===== src/rtl/ttfp_pkg.sv =====
// ----------------------------------------------------------------------------
// ttfp_pkg
// Shared constants and types for the tagged telemetry frame parser.
// ----------------------------------------------------------------------------
package ttfp_pkg;

    // Frame delimiter and tag characters
    localparam logic [7:0] CH_START = 8'h23;  // '#'
    localparam logic [7:0] CH_END   = 8'h24;  // '$'
    localparam logic [7:0] CH_A     = 8'h41;  // 'A'
    localparam logic [7:0] CH_B     = 8'h42;  // 'B'
    localparam logic [7:0] CH_C     = 8'h43;  // 'C'
    localparam logic [7:0] CH_D     = 8'h44;  // 'D'

    // One result transfer as produced by the parser core
    typedef struct packed {
        logic        frame_done;
        logic [31:0] long_speed;
        logic [31:0] lat_speed;
        logic [31:0] heading_rate;
        logic [7:0]  gear;
    } ttfp_result_t;

endpackage


===== src/rtl/ttfp_parser.sv =====
// ----------------------------------------------------------------------------
// ttfp_parser
// Parse state machine and stored telemetry words. Computes the result for
// the presented byte combinationally and commits the new state on step_en.
// ----------------------------------------------------------------------------
module ttfp_parser
    import ttfp_pkg::*;
(
    input  logic         aclk,
    input  logic         aresetn,
    input  logic         step_en,
    input  logic [7:0]   rx_byte,
    input  logic         first_in_buffer,
    output ttfp_result_t result
);

    typedef enum logic [3:0] {
        PH_IDLE = 4'd0,
        PH_TAG  = 4'd1,
        PH_A0   = 4'd2,
        PH_A1   = 4'd3,
        PH_A2   = 4'd4,
        PH_A3   = 4'd5,
        PH_B0   = 4'd6,
        PH_B1   = 4'd7,
        PH_B2   = 4'd8,
        PH_B3   = 4'd9,
        PH_C0   = 4'd10,
        PH_C1   = 4'd11,
        PH_C2   = 4'd12,
        PH_C3   = 4'd13,
        PH_GEAR = 4'd14
    } phase_t;

    phase_t      phase_reg, phase_next;
    logic [31:0] long_speed_reg, long_speed_next;
    logic [31:0] lat_speed_reg, lat_speed_next;
    logic [31:0] heading_rate_reg, heading_rate_next;
    logic [7:0]  gear_reg, gear_next;
    logic        done;
    phase_t      cur;

    // Replace one byte lane of a word
    function automatic logic [31:0] put_byte(input logic [31:0] word,
                                             input logic [1:0]  pos,
                                             input logic [7:0]  b);
        logic [31:0] w;
        w = word;
        case (pos)
            2'd0:    w[7:0]   = b;
            2'd1:    w[15:8]  = b;
            2'd2:    w[23:16] = b;
            default: w[31:24] = b;
        endcase
        return w;
    endfunction

    // Next state and stored values for the presented byte
    always_comb begin
        cur               = first_in_buffer ? PH_IDLE : phase_reg;
        phase_next        = cur;
        long_speed_next   = long_speed_reg;
        lat_speed_next    = lat_speed_reg;
        heading_rate_next = heading_rate_reg;
        gear_next         = gear_reg;
        done              = 1'b0;
        case (cur) inside
            PH_IDLE: begin
                if (rx_byte == CH_START) phase_next = PH_TAG;
            end
            PH_TAG: begin
                case (rx_byte)
                    CH_A:    phase_next = PH_A0;
                    CH_B:    phase_next = PH_B0;
                    CH_C:    phase_next = PH_C0;
                    CH_D:    phase_next = PH_GEAR;
                    default: begin
                        done       = (rx_byte == CH_END);
                        phase_next = PH_IDLE;
                    end
                endcase
            end
            [PH_A0:PH_A3]: begin
                long_speed_next = put_byte(long_speed_reg, 2'(cur - PH_A0), rx_byte);
                phase_next      = (cur == PH_A3) ? PH_TAG : phase_t'(cur + 4'd1);
            end
            [PH_B0:PH_B3]: begin
                lat_speed_next = put_byte(lat_speed_reg, 2'(cur - PH_B0), rx_byte);
                phase_next     = (cur == PH_B3) ? PH_TAG : phase_t'(cur + 4'd1);
            end
            [PH_C0:PH_C3]: begin
                heading_rate_next = put_byte(heading_rate_reg, 2'(cur - PH_C0), rx_byte);
                phase_next        = (cur == PH_C3) ? PH_TAG : phase_t'(cur + 4'd1);
            end
            PH_GEAR: begin
                gear_next  = rx_byte;
                phase_next = PH_TAG;
            end
            default: phase_next = PH_IDLE;
        endcase
    end

    assign result = '{frame_done:   done,
                      long_speed:   long_speed_next,
                      lat_speed:    lat_speed_next,
                      heading_rate: heading_rate_next,
                      gear:         gear_next};

    // Commit state on each transfer into the result register
    always_ff @(posedge aclk) begin
        if (!aresetn) begin
            phase_reg        <= PH_IDLE;
            long_speed_reg   <= '0;
            lat_speed_reg    <= '0;
            heading_rate_reg <= '0;
            gear_reg         <= '0;
        end else if (step_en) begin
            phase_reg        <= phase_next;
            long_speed_reg   <= long_speed_next;
            lat_speed_reg    <= lat_speed_next;
            heading_rate_reg <= heading_rate_next;
            gear_reg         <= gear_next;
        end
    end

    // A terminator always drops the parser back to idle
    assert property (@(posedge aclk) disable iff (!aresetn)
        step_en && done |=> phase_reg == PH_IDLE)
        else $error("ttfp_parser: not idle after frame end");

    // A forced idle with a non-start byte leaves the parser idle
    assert property (@(posedge aclk) disable iff (!aresetn)
        step_en && first_in_buffer && rx_byte != CH_START |=> phase_reg == PH_IDLE)
        else $error("ttfp_parser: forced idle ignored");

    // Stored values hold while no byte is stepped
    assert property (@(posedge aclk) disable iff (!aresetn)
        !step_en |=> $stable(long_speed_reg) && $stable(lat_speed_reg)
                     && $stable(heading_rate_reg) && $stable(gear_reg))
        else $error("ttfp_parser: state changed without a step");

endmodule


===== src/rtl/tagged_telemetry_frame_parser.sv =====
// ----------------------------------------------------------------------------
// tagged_telemetry_frame_parser
// Byte-wide parser for '#'-framed telemetry with A/B/C word tags and D gear tag.
// ----------------------------------------------------------------------------
// Each accepted byte yields exactly one result transfer carrying the frame_done
// flag and the stored words as they stand after that byte. A byte passes an
// input register, then the parse logic, then the result register, which
// offers its result; one byte per cycle is sustained while m_ready holds,
// since the parse state updates as a byte moves from the input register
// into the result register. The input register keeps accepting while a
// result waits, until both stages are full.
module tagged_telemetry_frame_parser
    import ttfp_pkg::*;
(
    input  logic        aclk,
    input  logic        aresetn,
    input  logic        s_valid,
    output logic        s_ready,
    input  logic [7:0]  s_rx_byte,
    input  logic        s_first_in_buffer,
    output logic        m_valid,
    input  logic        m_ready,
    output logic        m_frame_done,
    output logic [31:0] m_long_speed_raw,
    output logic [31:0] m_lat_speed_raw,
    output logic [31:0] m_heading_rate_raw,
    output logic [7:0]  m_gear_value
);

    logic         in_valid_reg;
    logic [7:0]   in_byte_reg;
    logic         in_first_reg;
    logic         out_valid_reg;
    ttfp_result_t out_reg;
    ttfp_result_t result;
    logic         advance;

    // Move a byte forward when the result register is free or being drained
    assign advance = in_valid_reg && (!out_valid_reg || m_ready);
    assign s_ready = !in_valid_reg || advance;

    ttfp_parser u_parser (
        .aclk            (aclk),
        .aresetn         (aresetn),
        .step_en         (advance),
        .rx_byte         (in_byte_reg),
        .first_in_buffer (in_first_reg),
        .result          (result)
    );

    // Input register
    always_ff @(posedge aclk) begin
        if (!aresetn) begin
            in_valid_reg <= 1'b0;
        end else if (s_ready) begin
            in_valid_reg <= s_valid;
        end
        if (s_ready && s_valid) begin
            in_byte_reg  <= s_rx_byte;
            in_first_reg <= s_first_in_buffer;
        end
    end

    // Result register
    always_ff @(posedge aclk) begin
        if (!aresetn) begin
            out_valid_reg <= 1'b0;
        end else if (advance) begin
            out_valid_reg <= 1'b1;
        end else if (m_ready) begin
            out_valid_reg <= 1'b0;
        end
        if (advance) begin
            out_reg <= result;
        end
    end

    assign m_valid            = out_valid_reg;
    assign m_frame_done       = out_reg.frame_done;
    assign m_long_speed_raw   = out_reg.long_speed;
    assign m_lat_speed_raw    = out_reg.lat_speed;
    assign m_heading_rate_raw = out_reg.heading_rate;
    assign m_gear_value       = out_reg.gear;

    // A byte moved forward always shows up as a pending result
    assert property (@(posedge aclk) disable iff (!aresetn)
        advance |=> out_valid_reg)
        else $error("ttfp: result lost after advance");

    // A full pipeline with a stalled result takes no new byte
    assert property (@(posedge aclk) disable iff (!aresetn)
        in_valid_reg && out_valid_reg && !m_ready |-> !s_ready)
        else $error("ttfp: accepted byte while pipeline stalled");

endmodule


===== config.mk =====
export PLATFORM = sky130hd
export DESIGN_NAME = tagged_telemetry_frame_parser
export DESIGN_NICKNAME = d
export VERILOG_FILES = /design/src/rtl/ttfp_pkg.sv /design/src/rtl/ttfp_parser.sv /design/src/rtl/tagged_telemetry_frame_parser.sv
export SDC_FILE = /design/constraint.sdc
export NUM_CORES = 1
export LEC_CHECK = 0
export ABC_AREA = 1
export BUFFER_PORTS_ARGS = -buffer_cell sky130_fd_sc_hd__buf_2
export CELL_PAD_IN_SITES_DETAIL_PLACEMENT = 1
export CELL_PAD_IN_SITES_GLOBAL_PLACEMENT = 1
export CORE_UTILIZATION = 47
export CTS_CLUSTER_DIAMETER = 40
export CTS_CLUSTER_SIZE = 40
export DETAILED_ROUTE_END_ITERATION = 10
export PLACE_DENSITY_LB_ADDON = 0.1
export SLEW_MARGIN = 20
export SYNTH_ARGS = -nofsm -noshare
export SYNTH_HDL_FRONTEND = slang
export SYNTH_SLANG_ARGS = --single-unit

===== constraint.sdc =====
create_clock -name aclk -period 9 [get_ports aclk]
set_clock_uncertainty 0.1 [all_clocks]
set_input_delay 0.9 -clock aclk [delete_from_list [all_inputs] [get_ports aclk]]
set_output_delay 0.9 -clock aclk [all_outputs]
set_load 0.01 [all_outputs]

Word level (Yosys, flattened, before mapping)
Index checks and enable logic that the tools add are counted.
W data, S select, Z words.
- logic and storage cells: 104
- input bits: 13
- register bits: 224
- $add $sub $neg: 4
- eq/ne operators: 17
- order comparisons: 6
- multiplexer cells: 44
- reduce and logical (&&, ||, !) cells: 18
- bitwise logic cells: 1
- operators by type and width (cell ; number):
    $mux W32 ; 12
    $mux W8 ; 18
    $mux W4 ; 10
    $eq A8 B7 Y1 const B ; 4
    $eq A8 B6 Y1 const B ; 2
    $pmux W4 S4 ; 1
    $eq A4 B4 Y1 const B ; 3
    $reduce_or A3 Y1 ; 3
    $le A4 B4 Y1 const B ; 2
    $eq A2 B1 Y1 const B ; 3
    $eq A2 B2 Y1 const B ; 3
    $logic_not A2 Y1 ; 3
    $reduce_or A6 Y1 ; 1
    $sub A2 B2 Y2 const B ; 3
    $logic_and A1 B1 Y1 ; 5
    $add A4 B1 Y4 const B ; 1
    $eq A4 B1 Y1 const B ; 1
    $eq A4 B3 Y1 const B ; 1
    $ge A4 B2 Y1 const B ; 1
    $ge A4 B3 Y1 const B ; 1
    $ge A4 B4 Y1 const B ; 1
    $le A4 B3 Y1 const B ; 1
    $logic_not A4 Y1 ; 1
    $mux W1 ; 3
    4 further kinds ; 6

Logic depth before layout (Yosys ltp)
Gate-level depths: netlist (run 1).
- depth in word-level cells: 10
- depth in mapped cells: 13
- gate-level depth less buffers: 11

Hierarchy
From an unflattened synthesis (run 1), not the netlist that was laid out.
- cells, all modules: 1029
- area total of the unflattened synthesis: 9016.1 um2
- modules (own cells, without submodules) (module ; area an instance (um2) ; times used ; cells an instance):
    ttfp_parser ; 5497.8 ; 1 ; 902
    tagged_telemetry_frame_parser ; 3518.4 ; 1 ; 127

Worst setup path before layout (run 1)
No wires, ideal clock.
- kind: in2reg
- start point: in m_ready
- end point: reg u_parser.phase_reg[0]
- data required time: 8.783 ns
- path slack: 3.967 ns
- arrival: 4.817 ns
- setup time: 0.117 ns
- cell stages on the path: 8
- path through: inv_1 > nand2_1 > nand2_1 > buf_2 > inv_2 > clkbuf_1 > o21ai_0 > a31oi_1
- longest elaborated chain between the ends: 2
- RTL lines (item ; RTL line ; source):
    start: declaration ; tagged_telemetry_frame_parser.sv:22 ; input logic m_ready,
    $logic_or A1 B1 Y1 ; tagged_telemetry_frame_parser.sv:39 ; assign advance = in_valid_reg && (!out_valid_reg || m_ready);
    $logic_and A1 B1 Y1 ; tagged_telemetry_frame_parser.sv:39 ;
    via advance ; tagged_telemetry_frame_parser.sv:36 ; logic advance;
    end signal: assignment ; ttfp_parser.sv:118 ; phase_reg <= phase_next;
    end: declaration ; ttfp_parser.sv:35 ; phase_t phase_reg, phase_next;
The timed path passes the listed nets, and every way through them passes these cells.
A chain may end at the register's enable or synchronous reset.

Final worst setup path (run 1)
- start point: in m_ready
- end point: reg u_parser.heading_rate_reg[1]
- longest elaborated chain between the ends: 2
- RTL lines (item ; RTL line ; source):
    $logic_or A1 B1 Y1 ; tagged_telemetry_frame_parser.sv:39 ;
    $logic_and A1 B1 Y1 ; tagged_telemetry_frame_parser.sv:39 ;
    end signal: assignment ; ttfp_parser.sv:121 ; heading_rate_reg <= heading_rate_next;
    end: declaration ; ttfp_parser.sv:38 ; logic [31:0] heading_rate_reg, heading_rate_next;
No other way between the ends.

==> run summary, run 1 <==
Routed met1 length -> 10.5 mm
pre-CTS WS -> 5.13 ns
leakage -> 5.17 nW
fraction of registers with async set/reset -> 0%
Root Buffer -> clkbuf_16
vias in the first global route -> 7206
period utilization -> 37.7%
Ys Warns -> 0
predominant post-synthesis flop cell -> edfxtp_1
Synth cell types -> 28
crit path DAT -> 3.73 ns
clk sinks -> 224
die height -> 143 µm
Cell Pwr Density -> 240 mW/mm²
vias per inst -> 5.09
Final Slew Violations -> 0
CP endpoint kind -> flip-flop
Yosys top cell area share -> 36.5%
hold path startpoint -> u_parser.long_speed_reg[5]
Crit. Startpoint -> m_ready
top post-synthesis cells by area -> edfxtp_1 (36%), dfxtp_1 (23%), inv_1 (7.0%), o21ai_0 (5.9%), nor2_1 (5.2%)
status -> complete, no violations
DRC violations left -> 0
final antenna-violating net count -> 0
area grow syn2layout -> 19.9%
DR WL/cell -> 17.2 µm
syn nets -> 1041
First DRT Iteration DRCs -> 403
area of the core -> 0.0195 mm²
DIE WIDTH -> 143 µm
# H-tree levels -> 2
Worst slew margin -> 33.5%
global route total overflow -> 0
synth cell count leaders -> inv_1 (174), nor2_1 (131), nand2_1 (117), edfxtp_1 (114)
worst r2r path cells -> 8
# setup viols final -> 0
setup TNS -> 0 ns
mux contribution to synthesized area -> 0%
Post-Synth Adder-Cell Area -> 0%
RSZ-0062 raised after global routing -> no
Ports -> 120
worst min-delay path class -> flip-flop to flip-flop
IO buf count -> 119
count leader, synth -> inv_1
initial antenna violation count -> 0
clk_lat worst skew -> 0.50 ns
CTS max path bufs -> 3
worst setup margin -> 5.60 ns
largest family of logic cells by synthesized area -> compound AO/OA/AOI/OAI gates
Max VDD drop -> 0.161 mV
sequential area share after synthesis -> 60.0%
die footprint -> 0.0205 mm²
cts repair resizes -> 0
Worst R2R End -> u_parser.heading_rate_reg[1]
synthesized area -> 0.00938 mm²
simple-gate share of the synthesized area -> 14.7%
Vias -> 7252
Max-cap violations -> 0
number of flops mapped to enable cells by yosys -> 114
Fmax -> 0.294 GHz
R2R Setup Slk -> 5.80 ns
Synth area leader -> edfxtp_1
DR top layer -> met4
starting density of the core -> 48.1%
slew of the pin with the lowest slew margin -> 0.997 ns
Period minus WS final -> 3.40 ns
Worst Hold Path Cells -> 4
layout cell share with drive strength beyond 1 -> 21.7%
XOR/XNOR Fraction of Synth Area -> 0%
postcts setup bufs -> 0
worst-path fanout max -> 87
instance count of the mapped netlist -> 1028
Worst Path Required -> 9.33 ns
nets -> 1146
Critical R2R Launch -> m_valid
post-DP HPWL -> 14.5 mm
Seq cells post-synth -> 224
Met3 Wirelength -> 1.04 mm
CTS tree -> built
largest net degree at the start of global routing -> 89
FP Rows -> 51
hold slack -> 0.442 ns
all-layer global routing usage -> 24.6%
first-pass GRT wire length -> 38.4 mm
CTS clk-pin slew, worst paths -> 0.05 ns
First-pass DRT Iterations -> 4
DRT Wirelength -> 24.6 mm
Num CTS Buffers -> 34
routability cong. -> 0.861
Setup crit start kind -> primary input
worst setup path class -> primary input to flip-flop
CTS Hold Buffers Added -> 0
Synth Area in Compound Gates -> 15.2%
fill cell total of the finished layout -> 2282
Ant. Diodes -> 0
Final Hold Violating Endpoints -> 0
met2 WL -> 12.5 mm
Syn Area/Cell -> 9.13 µm²
hold endpoint -> u_parser.long_speed_reg[5]
-- critical path, stage by stage --
cell	delay (ns)
buf_2	0.08
inv_1	0.04
nand2_1	0.12
nand2_4	0.44
inv_6	0.76
buf_4	0.88
nor2_1	0.12
nor2_1	0.13
o21ai_0	0.12
inv_1	0.08
-- where the power goes --
group	switching, mW	total, mW	internal [mW]
logic	0.138	0.201	0.0633
clock network	0.502	1.32	0.820
registers	0.0309	1.17	1.14
-- kinds of logic (layout without fill, tap and decap cells) --
kind of cell | Yosys count | in the layout
buffers and inverters | 236 | 367
DFF | 224 | 224
and+or+nand+nor | 302 | 302
AOI/OAI and AO/OA | 266 | 266
-- cell usage in the layout, fill, tap and decap left out, types with 3 or more instances in the layout --
master      synthesis  layout
inv_1             174     174
nor2_1            131     131
buf_2               8     119
nand2_1           117     116
edfxtp_1          114     114
o21ai_0           110     110
dfxtp_1           110     110
o21ai_1            76      76
a21oi_1            54      54
clkbuf_16           0      37
o21ai_2            24      24
nand2_2            14      14
nand3_1            11      11
nand2_4             7       8
inv_6               0       8
clkinvlp_4          0       8
inv_2               9       7
nor2_4              6       6
clkinv_4            0       6
nor3_1              4       4
nand3_4             3       3
nand3_2             3       3
buf_4               6       3
-- final cells by class --
cell class | count | area (µm²) | share of cell area [%]
flip-flops and latches | 224 | 5630 | 50.0
multi-input cells | 568 | 2810 | 25.0
clock buffers | 38 | 930 | 8.27
inverters | 183 | 693 | 6.16
repair buffers | 122 | 618 | 5.50
well taps | 265 | 332 | 2.95
clock inverters | 24 | 239 | 2.13
-- stage by stage --
stage	area, µm²	cells	utilization, %	power (mW)
floorplan	9380	1028	-	1.32
global placement	10100	1362	51.6	1.38
detailed placement	10100	1362	51.6	1.39
CTS	11200	1424	57.6	2.72
global route	11200	1424	57.6	2.79
finish	11200	1424	57.6	2.70
-- worst max path at each step --
stage,to,depth (start not counted),slack [ns]
2_1_floorplan,u_parser.phase_reg[0],8,3.97
3_3_place_gp,u_parser.long_speed_reg[11],10,5.20
3_5_place_dp,u_parser.phase_reg[0],8,5.13
4_1_cts,u_parser.gear_reg[5],10,5.58
5_1_grt,u_parser.long_speed_reg[12],10,5.34
6_report,u_parser.heading_rate_reg[1],10,5.60
-- metal layers --
layer | track usage (%) | up-vias
li1 | - | 3537
met1 | 30.8 | 3509
met2 | 42.9 | 161
met3 | 3.47 | 45
met4 | 9.80 | 0
met5 | 0 | -
Power figures use the tool's default switching activity.
==> run 2, diff against run 1 <==
- CORE_UTILIZATION: 47 -> 44
- clock period: 9 -> 3.5 ns (I/O delays scaled with it)
==> run 2 against run 1 <==
Compared with the run above: setup slack got worse by 4.4 ns; global-route usage fell by 2.7 points; final area rose by 2.1%; clock power rose to 2.7 times the previous value; largest cell class unchanged.
==> run summary, run 2 (same netlist as run 1, synthesis figures left out) <==
status -> complete, no violations
DRT Wirelength -> 23.6 mm (-3.7%)
Worst Path Required -> 3.79 ns (-5.54 ns)
hold slack -> 0.0717 ns (-0.371 ns)
Worst slew margin -> 54.8% (+21 points)
Ant. Diodes -> 0 (unchanged)
First DRT Iteration DRCs -> 324 (-20%)
die footprint -> 0.0219 mm² (+6.7%)
worst setup margin -> 1.22 ns (-4.38 ns)
worst min-delay path class -> primary input to flip-flop
vias per inst -> 4.93 (-3.2%)
Final Hold Violating Endpoints -> 0 (unchanged)
commonest non-fill, non-tap cells in the layout -> inv_1 (174), nor2_1 (131), buf_2 (119), nand2_1 (116), edfxtp_1 (114)
Cell Pwr Density -> 621 mW/mm² (+160%)
Cell Count Post-Placement -> 1375 (+0.95%)
switching share of power -> 24.4% (-0.50 points)
hold path startpoint -> aresetn
RSZ-0062 raised after global routing -> no
Bufs and invs on worst path -> 3 (-2)
NetSw -> 1.74 mW (+160%)
Critical Path, Cell by Cell -> inv_1, nand3_1, inv_2, nand2_2, nand2_1, o21ai_0, o21ai_0, inv_1
routability cong. -> 0.797 (-7.4%)
post-DP HPWL -> 14.7 mm (+1.1%)
worst setup path class -> flip-flop to flip-flop
slew of the pin with the lowest slew margin -> 0.679 ns (-0.318 ns)
layout cell share with drive strength beyond 1 -> 22.1% (+0.38 points)
nets -> 1160 (+1.2%)
final cell count without fillers -> 1450 (+1.8%)
Setup crit start kind -> flip-flop
largest net degree at the start of global routing -> 74 (-17%)
R2R Setup Slk -> 1.22 ns (-4.58 ns)
die height -> 148 µm (+3.3%)
crit path DAT -> 2.58 ns (-1.15 ns)
leakage -> 5.30 nW (+2.5%)
Worst Hold Path Cells -> 3 (-1)
CTS max path bufs -> 3 (unchanged)
CTS clk-pin slew, worst paths -> 0.06 ns (about the same)
internal power -> 5.39 mW (+170%)
Num CTS Buffers -> 36 (+5.9%)
FP Rows -> 53 (+3.9%)
Period minus WS final -> 2.28 ns
clock share of power -> 50.3% (+1.3 points)
First-pass DRT Iterations -> 4 (unchanged)
area of the core -> 0.0210 mm² (+7.3%)
# H-tree levels -> 2 (unchanged)
all-layer global routing usage -> 21.9% (-2.7 points)
Root Buffer -> clkbuf_16
Power Total -> 7.13 mW (+160%)
Comb pwr share -> 7.4% (about the same)
Max VDD drop -> 0.411 mV (+160%)
Max-cap violations -> 0 (unchanged)
pre-CTS WS -> 1.19 ns (-3.94 ns)
period utilization -> 65.2%
worst r2r path cells -> 8 (unchanged)
Final Slew Violations -> 0 (unchanged)
postcts setup bufs -> 0 (unchanged)
area grow syn2layout -> 22.4%
DIE WIDTH -> 148 µm (+3.3%)
final antenna-violating net count -> 0 (unchanged)
cts repair resizes -> 0 (unchanged)
Vias -> 7148 (-1.4%)
IO buf count -> 119 (unchanged)
Ports -> 120 (unchanged)
DR WL/cell -> 16.3 µm (-5.4%)
hold endpoint -> u_parser.heading_rate_reg[26]
CTS Hold Buffers Added -> 9 (+9)
CTS tree -> built
global route total overflow -> 0 (unchanged)
vias in the first global route -> 7195 (-0.15%)
crit-path max cell delay -> 0.42 ns (-0.46 ns)
commonest non-fill, non-tap cell in the layout -> inv_1
CP endpoint kind -> flip-flop
Fmax -> 0.438 GHz
DRC violations left -> 0 (unchanged)
Reg power frac -> 42.2% (-1.3 points)
CP delay by family, top -> buffers and inverters
first-pass GRT wire length -> 37.7 mm (-1.9%)
starting density of the core -> 44.8% (-3.3 points)
# setup viols final -> 0 (unchanged)
Crit-path slowest cell -> inv_1
clk sinks -> 224 (unchanged)
Critical R2R Launch -> in_first_reg
initial antenna violation count -> 0 (unchanged)
clk_lat worst skew -> 0.50 ns (about the same)
worst-path fanout max -> 16 (-82%)
setup TNS -> 0 ns (unchanged)
Worst R2R End -> u_parser.long_speed_reg[11]
[run 2: worst max path at each step]
stage | endpoint | cells after the start | start
5_1_grt | u_parser.long_speed_reg[11] | 8 | in_first_reg
3_3_place_gp | u_parser.long_speed_reg[11] | 8 | in_first_reg
3_5_place_dp | u_parser.long_speed_reg[15] | 10 | m_ready
6_report | u_parser.long_speed_reg[11] | 8 | in_first_reg
4_1_cts | u_parser.long_speed_reg[11] | 8 | in_first_reg
2_1_floorplan | u_parser.phase_reg[0] | 8 | m_ready
[run 2: metal layers]
metal | share of wire, % | GRT usage (%) | vias to the layer above
li1 | - | - | 3564
met1 | 45 | 27.5 | 3412
met2 | 49 | 38.3 | 131
met3 | 3.9 | 4.10 | 41
met4 | 1.7 | 5.93 | 0
met5 | 0 | 0 | -
[run 2: per-stage QoR]
step                      instance area, µm²  util [%]
after floorplan                         9380         -
final                                  11500      54.8
after detailed placement               10100      48.4
after CTS                              11500      54.8
after global routing                   11500      54.8
after global placement                 10100      48.4
[run 2: power by group through the flow]
| stage | Clock [mW] | Combinational [mW] | Sequential [mW] |
|---|---|---|---|
| after global placement | 0 | 0.507 | 3.06 |
| after global routing | 3.77 | 0.599 | 3.02 |
| final | 3.59 | 0.531 | 3.01 |
| after detailed placement | 0 | 0.524 | 3.06 |
| after CTS | 3.65 | 0.539 | 3.01 |
| after floorplan | 0 | 0.315 | 3.08 |
[run 2: worst min-delay path, stage by stage]
cell,delay [ns]
buf_2,0.14
o21ai_0,0.09
nor2_1,0.05
[run 2: final cells by class]
cell class	instances	area, µm²
repair buffers	134	768
clock inverters	25	260
clock buffers	41	981
fillers	2431	9470
well taps	275	344
flip-flops and latches	224	5630
multi-input cells	568	2810
inverters	183	693
==> run 3, diff against run 2 <==
- CORE_UTILIZATION: 44 -> 40
- clock period: 3.5 -> 1.9 ns (I/O delays scaled with it)
==> run 3 against run 2 <==
Compared with the run above: sequential share of layout area decreased by 2.6 points; utilization is 1.7 points lower; first-iteration DRC count is 12% lower; largest power group unchanged; maximum frequency rose by 28%; via count grew 3.0%.
==> run summary, run 3 (same netlist as run 1, synthesis figures left out) <==
FP Rows -> 55 (+3.8%)
Vias -> 7361 (+3.0%)
initial antenna violation count -> 0 (unchanged)
Cell Pwr Density -> 1120 mW/mm² (+81%)
worst min-delay path class -> primary input to flip-flop
leakage -> 5.59 nW (+5.5%)
DR WL/cell -> 16.2 µm (-0.87%)
CP delay by family, top -> simple AND/OR/NAND/NOR gates
post-DP HPWL -> 15.4 mm (+4.9%)
layout cell share with drive strength beyond 1 -> 24.2% (+2.1 points)
DIE WIDTH -> 155 µm (+4.8%)
internal power -> 10.5 mW (+94%)
First-pass DRT Iterations -> 5 (+1)
Worst R2R End -> u_parser.heading_rate_reg[13]
First DRT Iteration DRCs -> 285 (-12%)
slew of the pin with the lowest slew margin -> 0.490 ns (-0.189 ns)
crit path DAT -> 2.06 ns (-0.52 ns)
clk_lat worst skew -> 0.50 ns (about the same)
NetSw -> 3.14 mW (+81%)
Setup crit start kind -> flip-flop
met1 Usage GRT -> 26.5% (-1.1 points)
Crit-path slowest cell -> edfxtp_1
vias in the first global route -> 7419 (+3.1%)
nets -> 1198 (+3.3%)
worst r2r path cells -> 11 (+3)
Crit. Startpoint -> in_first_reg
largest net degree at the start of global routing -> 56 (-24%)
period utilization -> 93.6% (+28 points)
Num CTS Buffers -> 38 (+5.6%)
routability cong. -> 0.816 (+2.3%)
Critical R2R Launch -> in_first_reg
Critical Path, Cell by Cell -> inv_1, buf_12, nand3_1, nand2_2, nand2_4, inv_2, nand2_4, nand2_1, o21ai_2, o21ai_1, inv_1
area grow syn2layout -> 29.2%
commonest non-fill, non-tap cell in the layout -> inv_1
final antenna-violating net count -> 0 (unchanged)
global route total overflow -> 0 (unchanged)
RSZ-0062 raised after global routing -> yes
Comb pwr share -> 8.0% (+0.6 points)
die height -> 155 µm (+4.8%)
final instance area -> 0.0121 mm² (+5.6%)
Max-cap violations -> 0 (unchanged)
pre-CTS WS -> 0.0423 ns (-1.15 ns)
clk sinks -> 224 (unchanged)
setup TNS -> 0 ns (unchanged)
Crit path depth -> 11 (+3)
Ant. Diodes -> 0 (unchanged)
CP endpoint kind -> flip-flop
worst-path fanout max -> 16 (unchanged)
Final Hold Violating Endpoints -> 0 (unchanged)
Reg power frac -> 40.7% (-1.5 points)
die footprint -> 0.0241 mm² (+9.9%)
Final Slew Violations -> 0 (unchanged)
met3 Use GR -> 3.54% (-0.57 points)
# H-tree levels -> 2 (unchanged)
Max VDD drop -> 0.681 mV (+65%)
worst setup margin -> 0.121 ns (-1.10 ns)
commonest non-fill, non-tap cells in the layout -> inv_1 (174), nor2_1 (130), buf_2 (119), nand2_1 (116), edfxtp_1 (114)
crit-path max cell delay -> 0.35 ns (-0.07 ns)
Root Buffer -> clkbuf_16
status -> complete, no violations
area of the core -> 0.0228 mm² (+9.0%)
Bufs and invs on worst path -> 4 (+1)
DRC violations left -> 0 (unchanged)
Period minus WS final -> 1.78 ns (-0.502 ns)
worst setup path class -> flip-flop to flip-flop
busiest grt layer -> met2
CTS max path bufs -> 3 (unchanged)
vias per inst -> 4.82 (-2.3%)
first-pass GRT wire length -> 39.3 mm (+4.3%)
met2 Use GR -> 36.1% (-2.1 points)
all-layer global routing usage -> 20.9% (-1.0 points)
placed standard-cell area -> 0.0106 mm² (+4.0%)
DRT Wirelength -> 24.7 mm (+4.5%)
R2R Setup Slk -> 0.12 ns (-1.10 ns)
Worst Path Required -> 2.18 ns (-1.61 ns)
IO buf count -> 119 (unchanged)
Worst slew margin -> 67.3% (+13 points)
Fmax -> 0.562 GHz (+28%)
switching share of power -> 23.1% (-1.3 points)
# setup viols final -> 0 (unchanged)
CTS clk-pin slew, worst paths -> 0.05 ns (about the same)
CTS tree -> built
Worst Setup EP -> u_parser.heading_rate_reg[13]
Ports -> 120 (unchanged)
starting density of the core -> 41.1% (-3.7 points)
clock share of power -> 51.4% (+1.1 points)
-- run 3: cell count changes in the layout (fill, tap and decap cells not counted), sizes merged --
cell,delta
buf,+32
clkbuf,+13
inv,-8
dlygate4sd3,+3
clkinv,-2
clkinvlp,+2
bufinv,-1
nand3,+1
-- run 3: area by class of cell --
type                    instances  area, µm²
well taps                     313        392
repair buffers                169       1200
flip-flops and latches        224       5630
multi-input cells             569       2860
inverters                     183        696
clock inverters                16        158
fillers                      2655      10700
clock buffers                  54       1190
-- run 3: what timing repair did --
| action | CTS | global route |
|---|---|---|
| resized for setup | 0 | 17 |
| endpoints found under the hold margin | 15 | 0 |
| gates cloned | 0 | 1 |
| setup buffers | 0 | 2 |
| pin swaps | 0 | 3 |
| hold buffers | 12 | 0 |
| setup endpoints to repair | 1 | 58 |
-- run 3: per-layer routing --
layer / vias to the layer above / wire length (µm)
li1: 3649 / -
met1: 3526 / 11100
met2: 146 / 12000
met3: 40 / 937
met4: 0 / 558
met5: - / 0
-- run 3: worst min path at each step --
stage | from | endpoint | slack (ns) | depth (start not counted)
detailed placement | s_rx_byte[5] | in_byte_reg[5] | 0.27 | 1
finish | s_rx_byte[2] | in_byte_reg[2] | 0.31 | 2
global route | s_rx_byte[2] | in_byte_reg[2] | 0.31 | 2
global placement | s_rx_byte[5] | in_byte_reg[5] | 0.27 | 1
CTS | s_rx_byte[1] | in_byte_reg[1] | 0.30 | 2
floorplan | s_rx_byte[0] | in_byte_reg[0] | 0.19 | 0
-- run 3: power groups by stage --
stage / Combinational, mW / Sequential, mW / Clock, mW
after CTS: 1.09 / 5.53 / 7.15
after global placement: 1.03 / 5.62 / 0
after floorplan: 0.582 / 5.67 / 0
final: 1.08 / 5.53 / 6.98
after detailed placement: 1.06 / 5.62 / 0
after global routing: 1.22 / 5.56 / 7.33
-- run 3: per-stage QoR --
stage	utilization (%)	hold WS, ns	instances	power, mW
after floorplan	-	0.189	1028	6.25
after global placement	46.2	0.269	1443	6.65
after detailed placement	46.2	0.270	1443	6.68
after CTS	52.6	0.297	1525	13.8
after global routing	53.1	0.312	1528	14.1
final	53.1	0.314	1528	13.6
